## config.mk

```make
export PLATFORM = sky130hd
export DESIGN_NAME = psp_divider
export DESIGN_NICKNAME = d
export VERILOG_FILES = /design/src/hdl/psp_pkg.sv /design/src/hdl/psp_divider.sv
export SDC_FILE = /design/constraint.sdc
export NUM_CORES = 1
export LEC_CHECK = 0
export ABC_AREA = 1
export BUFFER_PORTS_ARGS = -buffer_cell sky130_fd_sc_hd__buf_2
export CAP_MARGIN = 20
export CORE_MARGIN = 3
export CORE_UTILIZATION = 25
export CTS_BUF_LIST = sky130_fd_sc_hd__clkbuf_4 sky130_fd_sc_hd__clkbuf_8
export DETAILED_ROUTE_END_ITERATION = 7
export GPL_ROUTABILITY_DRIVEN = 0
export GPL_TIMING_DRIVEN = 0
export PLACE_DENSITY = 0.42
export SYNTH_ARGS = -nofsm -noshare
export SYNTH_HDL_FRONTEND = slang
export SYNTH_SLANG_ARGS = --single-unit
```

## constraint.sdc

```tcl
create_clock -name clock -period 4.2 [get_ports clock]
set_clock_uncertainty 0.2 [all_clocks]
set_input_delay 0.21 -clock clock [delete_from_list [all_inputs] [get_ports clock]]
set_output_delay 0.21 -clock clock [all_outputs]
set_load 0.1 [all_outputs]
```

## src/hdl/psp_pkg.sv

```systemverilog
package psp_pkg;

   localparam int MAX_WIDTH_DEF  = 512;
   localparam int MAX_HEIGHT_DEF = 512;

   typedef enum logic [1:0] {
      OP_CLEAR = 2'd0,
      OP_SPLAT = 2'd1,
      OP_READ  = 2'd2,
      OP_NONE  = 2'd3
   } op_type;

   typedef enum logic [2:0] {
      REG_ROW0   = 3'd0,
      REG_ROW1   = 3'd1,
      REG_ROW2   = 3'd2,
      REG_PIVX   = 3'd3,
      REG_PIVY   = 3'd4,
      REG_PIVZ   = 3'd5,
      REG_ZOOM   = 3'd6,
      REG_FRAME  = 3'd7
   } reg_type;

   typedef struct packed {
      logic [1:0]         opcode;
      logic signed [23:0] pos_x;
      logic signed [23:0] pos_y;
      logic signed [23:0] pos_z;
      logic [17:0]        pixel_addr;
   } req_type;

   typedef struct packed {
      logic [7:0] blue;
      logic [7:0] green;
      logic [7:0] red;
      logic       landed;
   } rsp_type;

   typedef struct packed {
      logic [47:0]        row0;
      logic [47:0]        row1;
      logic [47:0]        row2;
      logic signed [23:0] pivot_x;
      logic signed [23:0] pivot_y;
      logic signed [23:0] pivot_z;
      logic [23:0]        zoom;
      logic [25:0]        frame_size;
   } cfg_type;

   // pixel increments
   typedef struct packed {
      logic [7:0] b;
      logic [7:0] g;
      logic [7:0] r;
   } inc_type;

endpackage

```

## src/hdl/psp_divider.sv

```systemverilog
// Signed restoring divider, one quotient bit per cycle, truncating toward zero.
module psp_divider import psp_pkg::*; #(
   parameter int NW = 56,
   parameter int DW = 32
) (
   input  logic                 clock,
   input  logic                 reset,
   input  logic                 start,
   input  logic signed [NW-1:0] num,
   input  logic        [DW-1:0] den,
   output logic                 done,
   output logic signed [NW-1:0] quot
);
   localparam int CW = $clog2(NW + 1);

   logic [NW-1:0] q_ff, q_in;
   logic [DW:0]   r_ff, r_in;
   logic [DW-1:0] d_ff, d_in;
   logic          neg_ff, neg_in;
   logic [CW-1:0] cnt_ff, cnt_in;
   logic          busy_ff, busy_in;
   logic          done_ff, done_in;
   logic [DW:0]   trial;
   logic [NW-1:0] mag;

   always_comb begin
      mag     = num[NW-1] ? NW'(-num) : NW'(num);
      q_in    = q_ff;
      r_in    = r_ff;
      d_in    = d_ff;
      neg_in  = neg_ff;
      cnt_in  = cnt_ff;
      busy_in = busy_ff;
      done_in = 1'b0;
      trial   = {r_ff[DW-1:0], q_ff[NW-1]};
      if (start) begin
         q_in    = mag;
         r_in    = '0;
         d_in    = den;
         neg_in  = num[NW-1];
         cnt_in  = CW'(NW);
         busy_in = 1'b1;
      end else if (busy_ff) begin
         if (trial >= {1'b0, d_ff}) begin
            r_in = trial - {1'b0, d_ff};
            q_in = {q_ff[NW-2:0], 1'b1};
         end else begin
            r_in = trial;
            q_in = {q_ff[NW-2:0], 1'b0};
         end
         cnt_in = cnt_ff - 1'b1;
         if (cnt_ff == CW'(1)) begin
            busy_in = 1'b0;
            done_in = 1'b1;
         end
      end
   end

   always_ff @(posedge clock) begin
      if (reset) begin
         busy_ff <= 1'b0;
         done_ff <= 1'b0;
         cnt_ff  <= '0;
      end else begin
         busy_ff <= busy_in;
         done_ff <= done_in;
         cnt_ff  <= cnt_in;
      end
      q_ff   <= q_in;
      r_ff   <= r_in;
      d_ff   <= d_in;
      neg_ff <= neg_in;
   end

   assign done = done_ff;
   assign quot = neg_ff ? NW'(-$signed(q_ff)) : $signed(q_ff);
endmodule

```

Word-level counts from Yosys, hierarchy flattened
Cells that the tools add are included.
{"block": "totals", "elab_cells": 30, "regBits": 129, "input_bits": 91, "out_inout_bits": 57}
{"block": "classes", "muxes": 12, "n_eq_ne": 1, "bitwise": 1, "add_sub_neg": 4, "reduce_logical": 3, "order_cmp": 1}
{"op": "two-way mux 56 bit", "n": 4}
{"op": "negation 56 bit", "n": 2}
{"op": ">= comparator 33 x 32 -> 1 bit", "n": 1}
{"op": "two-way mux 32 bit", "n": 1}
{"op": "subtractor 32 bit", "n": 1}
{"op": "two-way mux 6 bit", "n": 2}
{"op": "equality test 6 x 1 -> 1 bit (second input constant)", "n": 1}
{"op": "subtractor 6 x 1 -> 6 bit (second input constant)", "n": 1}
{"op": "two-way mux 1 bit", "n": 5}
{"op": "OR reduction 3 bit", "n": 1}
{"op": "nonzero test 2 bit", "n": 1}
{"op": "OR reduction 2 bit", "n": 1}
{"op": "NOT 1 bit", "n": 1}

Longest topological paths before layout
{"block": "logic_depth", "ltp_word": 4, "mapped_depth": 17, "ltp_nobuf": 16}

Worst setup path after synthesis
OpenSTA, ideal clock, no wires.
{"block": "synth_timing", "kind": "register to output", "start": "register q_ff[0]", "end": "output port quot[30]", "n_path_buf": 0, "setup_slack_ns": 0.822, "arrival_ns": 2.968, "t_required_ns": 3.790, "stages_incl_launch_ff": 12, "cell_sequence": "edfxtp_1 inv_1 ha_1 nand3_1 nor2_2 nand3_2 nor2_4 inv_2 nor2_4 nor2_1 a21oi_1 xor2_1"}
{"block": "synth_between", "elab_chain_cells": 2}
{"item": "start, declared", "line_no": "psp_divider.sv:16", "text": "logic [NW-1:0] q_ff, q_in;"}
{"item": "start signal, assigned", "line_no": "psp_divider.sv:69", "text": "q_ff <= q_in;"}
{"item": "negation 56 bit", "line_no": "psp_divider.sv:76", "text": "assign quot = neg_ff ? NW'(-$signed(q_ff)) : $signed(q_ff);"}
{"item": "two-way mux 56 bit", "line_no": "psp_divider.sv:76"}
{"item": "end, declared", "line_no": "psp_divider.sv:12", "text": "output logic signed [NW-1:0] quot"}
Every way passes these cells.

Worst setup path in the final report
{"block": "layout_timing", "start": "register q_ff[0]", "end": "output port quot[22]"}
Same word-level chain as after synthesis.

==> impl_metrics.env <==
export IMPL_synth_top_cell_by_area="edfxtp_1"
export IMPL_cp_max_fo=4
export IMPL_syn_num_nets=1859
export IMPL_timing_fmax_mhz=267.0
export IMPL_synthTopCellsByArea="edfxtp_1 24%, nand2_1 18%, inv_1 8.9%"
export IMPL_row_count=76
export IMPL_status="completed"
export IMPL_hp_class="in -> reg"
export IMPL_wirelength_um=42110
export IMPL_comb_power_share=0.374
export IMPL_drc=0
export IMPL_numClockSinks=129
export IMPL_critical_path_class="reg -> out"
export IMPL_final_core_util=0.3183
export IMPL_synth_seq_cells=129
export IMPL_swShare=0.4393
export IMPL_cp_start_kind="register"
export IMPL_report_final_slew_viol_count=0
export IMPL_period_needed_ns=3.745
export IMPL_slowest_delay_ns=0.50
export IMPL_critPathArrivalTime_ns=3.34
export IMPL_p_sw_w=0.001993
export IMPL_clkTransAtPathRegs_ns=0.08
export IMPL_fin_tns_setup_ns=0
export IMPL_synth_cell_types=39
export IMPL_syn_area_um2=11120
export IMPL_ctsResizeCount=0
export IMPL_whs_path_depth=5
export IMPL_yosys_warnings=0
export IMPL_synthAdderAreaFrac=0.04232
export IMPL_yosysTopAreaCellShare=0.2404
export IMPL_final_cells=2574
export IMPL_tightest_slew_ns=0.8492
export IMPL_vias_per_cell=4.503
export IMPL_drtIter0Drc=653
export IMPL_yosysSeqAreaShare=0.3124
export IMPL_synth_simple_area_share=0.3790
export IMPL_powerDensity_nw_per_um2=328.0
export IMPL_clockPowerShare=0.280
export IMPL_rsz0062_at_grt="false"
export IMPL_portBuffers=147
export IMPL_hold_ws_ns=0.06427
export IMPL_required_ns=3.79
export IMPL_max_cap_viol_count=0
export IMPL_ios=148
export IMPL_p_total_w=0.004536
export IMPL_setup_violations=0
export IMPL_cts_htree_levels=4
export IMPL_synth_top_family_by_area="simple AND/OR/NAND/NOR gates"
export IMPL_overflow=0
export IMPL_cp_cell_sequence="inv_1, ha_1, nand3_1, nor2_2, nand3_2, nor2_4, inv_2, o21ai_1, nand2_1, xor2_1, buf_2"
export IMPL_track_usage=0.1792
export IMPL_power_leakage_nw=6.579
export IMPL_placed_cells=2464
export IMPL_grt_pass1_wl_um=64430
export IMPL_drive_gt1_frac=0.1152
export IMPL_final_hold_viol_count=0
export IMPL_syn2layout_area_growth_pct=24.41
export IMPL_fin_crit_sh=0.8918
export IMPL_cts_max_path_buffers=2
export IMPL_dp_hpwl_um=34240
export IMPL_cp_end_kind="output port"
export IMPL_cts_tree="yes"
export IMPL_core_area_um2=43460
export IMPL_muxShareOfSynthArea=0
export IMPL_grt_pass1_vias=11500
export IMPL_wire_per_inst_um=16.36
export IMPL_max_slew_margin=0.4339
export IMPL_first_pass_iters=5
export IMPL_ir_worst_vdd_mv=0.3202
export IMPL_ant_nets=0
export IMPL_grt_start_max_net_pins=36
export IMPL_fp_dieH_um=216.9
export IMPL_internal_power_w=0.002544
export IMPL_clock_tree_root_cell="clkbuf_8"
export IMPL_clock_latency_ns=0.50
export IMPL_die_w_um=216.9
export IMPL_numCtsBuffers=17
export IMPL_yosys_area_share_xor_xnor=0.07485
export IMPL_initial_core_util=0.2558
export IMPL_dr_total_vias=11591
export IMPL_fin_nets=2103
export IMPL_p_seq_frac=0.346
export IMPL_antenna_found_initial=0
export IMPL_synth_compound_area_share=0.08227
export IMPL_synthCells=1731
export IMPL_reg2regPathDepth=15
export IMPL_slowest_stage="buf_2"
export IMPL_syn_avg_cell_area_um2=6.422
export IMPL_die_area_um2=47030
[path summary, 6_finish.rpt]
path                               start  endpoint  slack, ns
worst max-delay path             q_ff[0]  quot[22]       0.45
worst min-delay path             num[54]  q_ff[54]       0.06
worst max register to register  q_ff[55]  r_ff[28]       1.46
worst min register to register  r_ff[28]  r_ff[28]       0.27
[metal layers]
layer	up-vias	global-route usage	part of all wire
li1	5980	-	-
met5	-	0	0
met4	0	0.07697	0.036
met2	257	0.3075	0.48
met3	60	0.02122	0.033
met1	5294	0.2275	0.46
[cell type report]
type                       count  area (µm²)
buffer                        42       201.4
clock buffer                  18       241.5
multi-input combinational   1290        6430
sequential                   129        3473
inverter                     270        1013
antenna                        1       2.502
fill                        4869       29630
tap                          585       732.0
clock inverter                14       210.2
timing repair buffer         225        1526
[layout by cell type (no fill, tap or decap), types with 4 or more instances in the layout]
cell type / Yosys / final
a21oi_1: 42 / 42
a31oi_1: 12 / 12
buf_1: 8 / 7
buf_2: 7 / 155
bufinv_16: 0 / 5
clkbuf_1: 21 / 21
clkbuf_8: 0 / 17
dfxtp_1: 40 / 40
dlygate4sd3_1: 0 / 77
edfxtp_1: 89 / 89
ha_1: 36 / 36
inv_1: 265 / 265
inv_2: 5 / 5
nand2_1: 537 / 537
nand2_2: 5 / 5
nand3_1: 159 / 159
nand3b_1: 18 / 18
nand4_1: 21 / 21
nor2_1: 205 / 205
nor2_2: 10 / 10
nor2_4: 5 / 5
nor3_1: 17 / 17
nor4_1: 4 / 4
o21ai_0: 73 / 73
o21ai_1: 19 / 19
o21bai_1: 9 / 9
o31ai_1: 4 / 4
xnor2_1: 30 / 30
xor2_1: 65 / 65
[sequential cells by signal, summed over array words and instances (netlist names)]
| name | cells |
|---|---|
| d_ff | 32 |
| r_ff | 32 |
| busy_ff | 1 |
| neg_ff | 1 |
| done | 1 |
| cnt_ff | 6 |
| q_ff | 56 |
[worst max-delay path, delay by kind of cell (launching register included)]
family	cells	cell delay [ns]
adders and majority gates	1	0.25
DFF	1	0.48
buffers and inverters	3	0.75
and+or+nand+nor	5	0.76
AOI/OAI and AO/OA	1	0.30
xor gates and xnor gates	1	0.31
[cell usage after synthesis, drive strengths merged]
cell,instances
o211ai,2
inv,270
nor4,4
xor2,65
a211oi,1
o21bai,9
xnor2,30
nand2,544
nand4,21
o21ai,92
nor2,220
nand3b,18
nor3,19
clkbuf,21
buf,21
dfxtp,40
and2,2
nor3b,1
ha,36
a21oi,44
edfxtp,89
a31oi,12
or2,2
o32ai,1
nand3,162
o31ai,4
fa,1
[through the flow]
| step | setup slack, ns | cell area [µm²] |
|---|---|---|
| 2_1_floorplan | 0.8221 | 11120 |
| 3_3_place_gp | -1.546 | 12580 |
| 3_5_place_dp | 0.3899 | 12610 |
| 4_1_cts | 0.4670 | 13830 |
| 5_1_grt | 0.3375 | 13830 |
| 6_report | 0.4546 | 13830 |
[cell families after synthesis]
group	Yosys count
and+or+nand+nor	993
buffers and inverters	312
adders and majority gates	37
AOI/OAI and AO/OA	165
xor gates and xnor gates	95
DFF	129
[repair_timing]
item,in CTS,in global routing
buffers inserted,0,0
setup endpoints to repair,0,0
hold buffers,77,0
endpoints found under the hold margin,84,0
[power by group through the flow]
stage                     clock network, W  registers [W]  logic, W
after global routing               0.00137        0.00158   0.00180
after floorplan                          0        0.00156   0.00125
final                              0.00127        0.00157   0.00170
after CTS                          0.00133        0.00157   0.00170
after detailed placement                 0        0.00159   0.00165
after global placement                   0        0.00160   0.00164
Note: power is estimated with default switching activity, not from simulation.
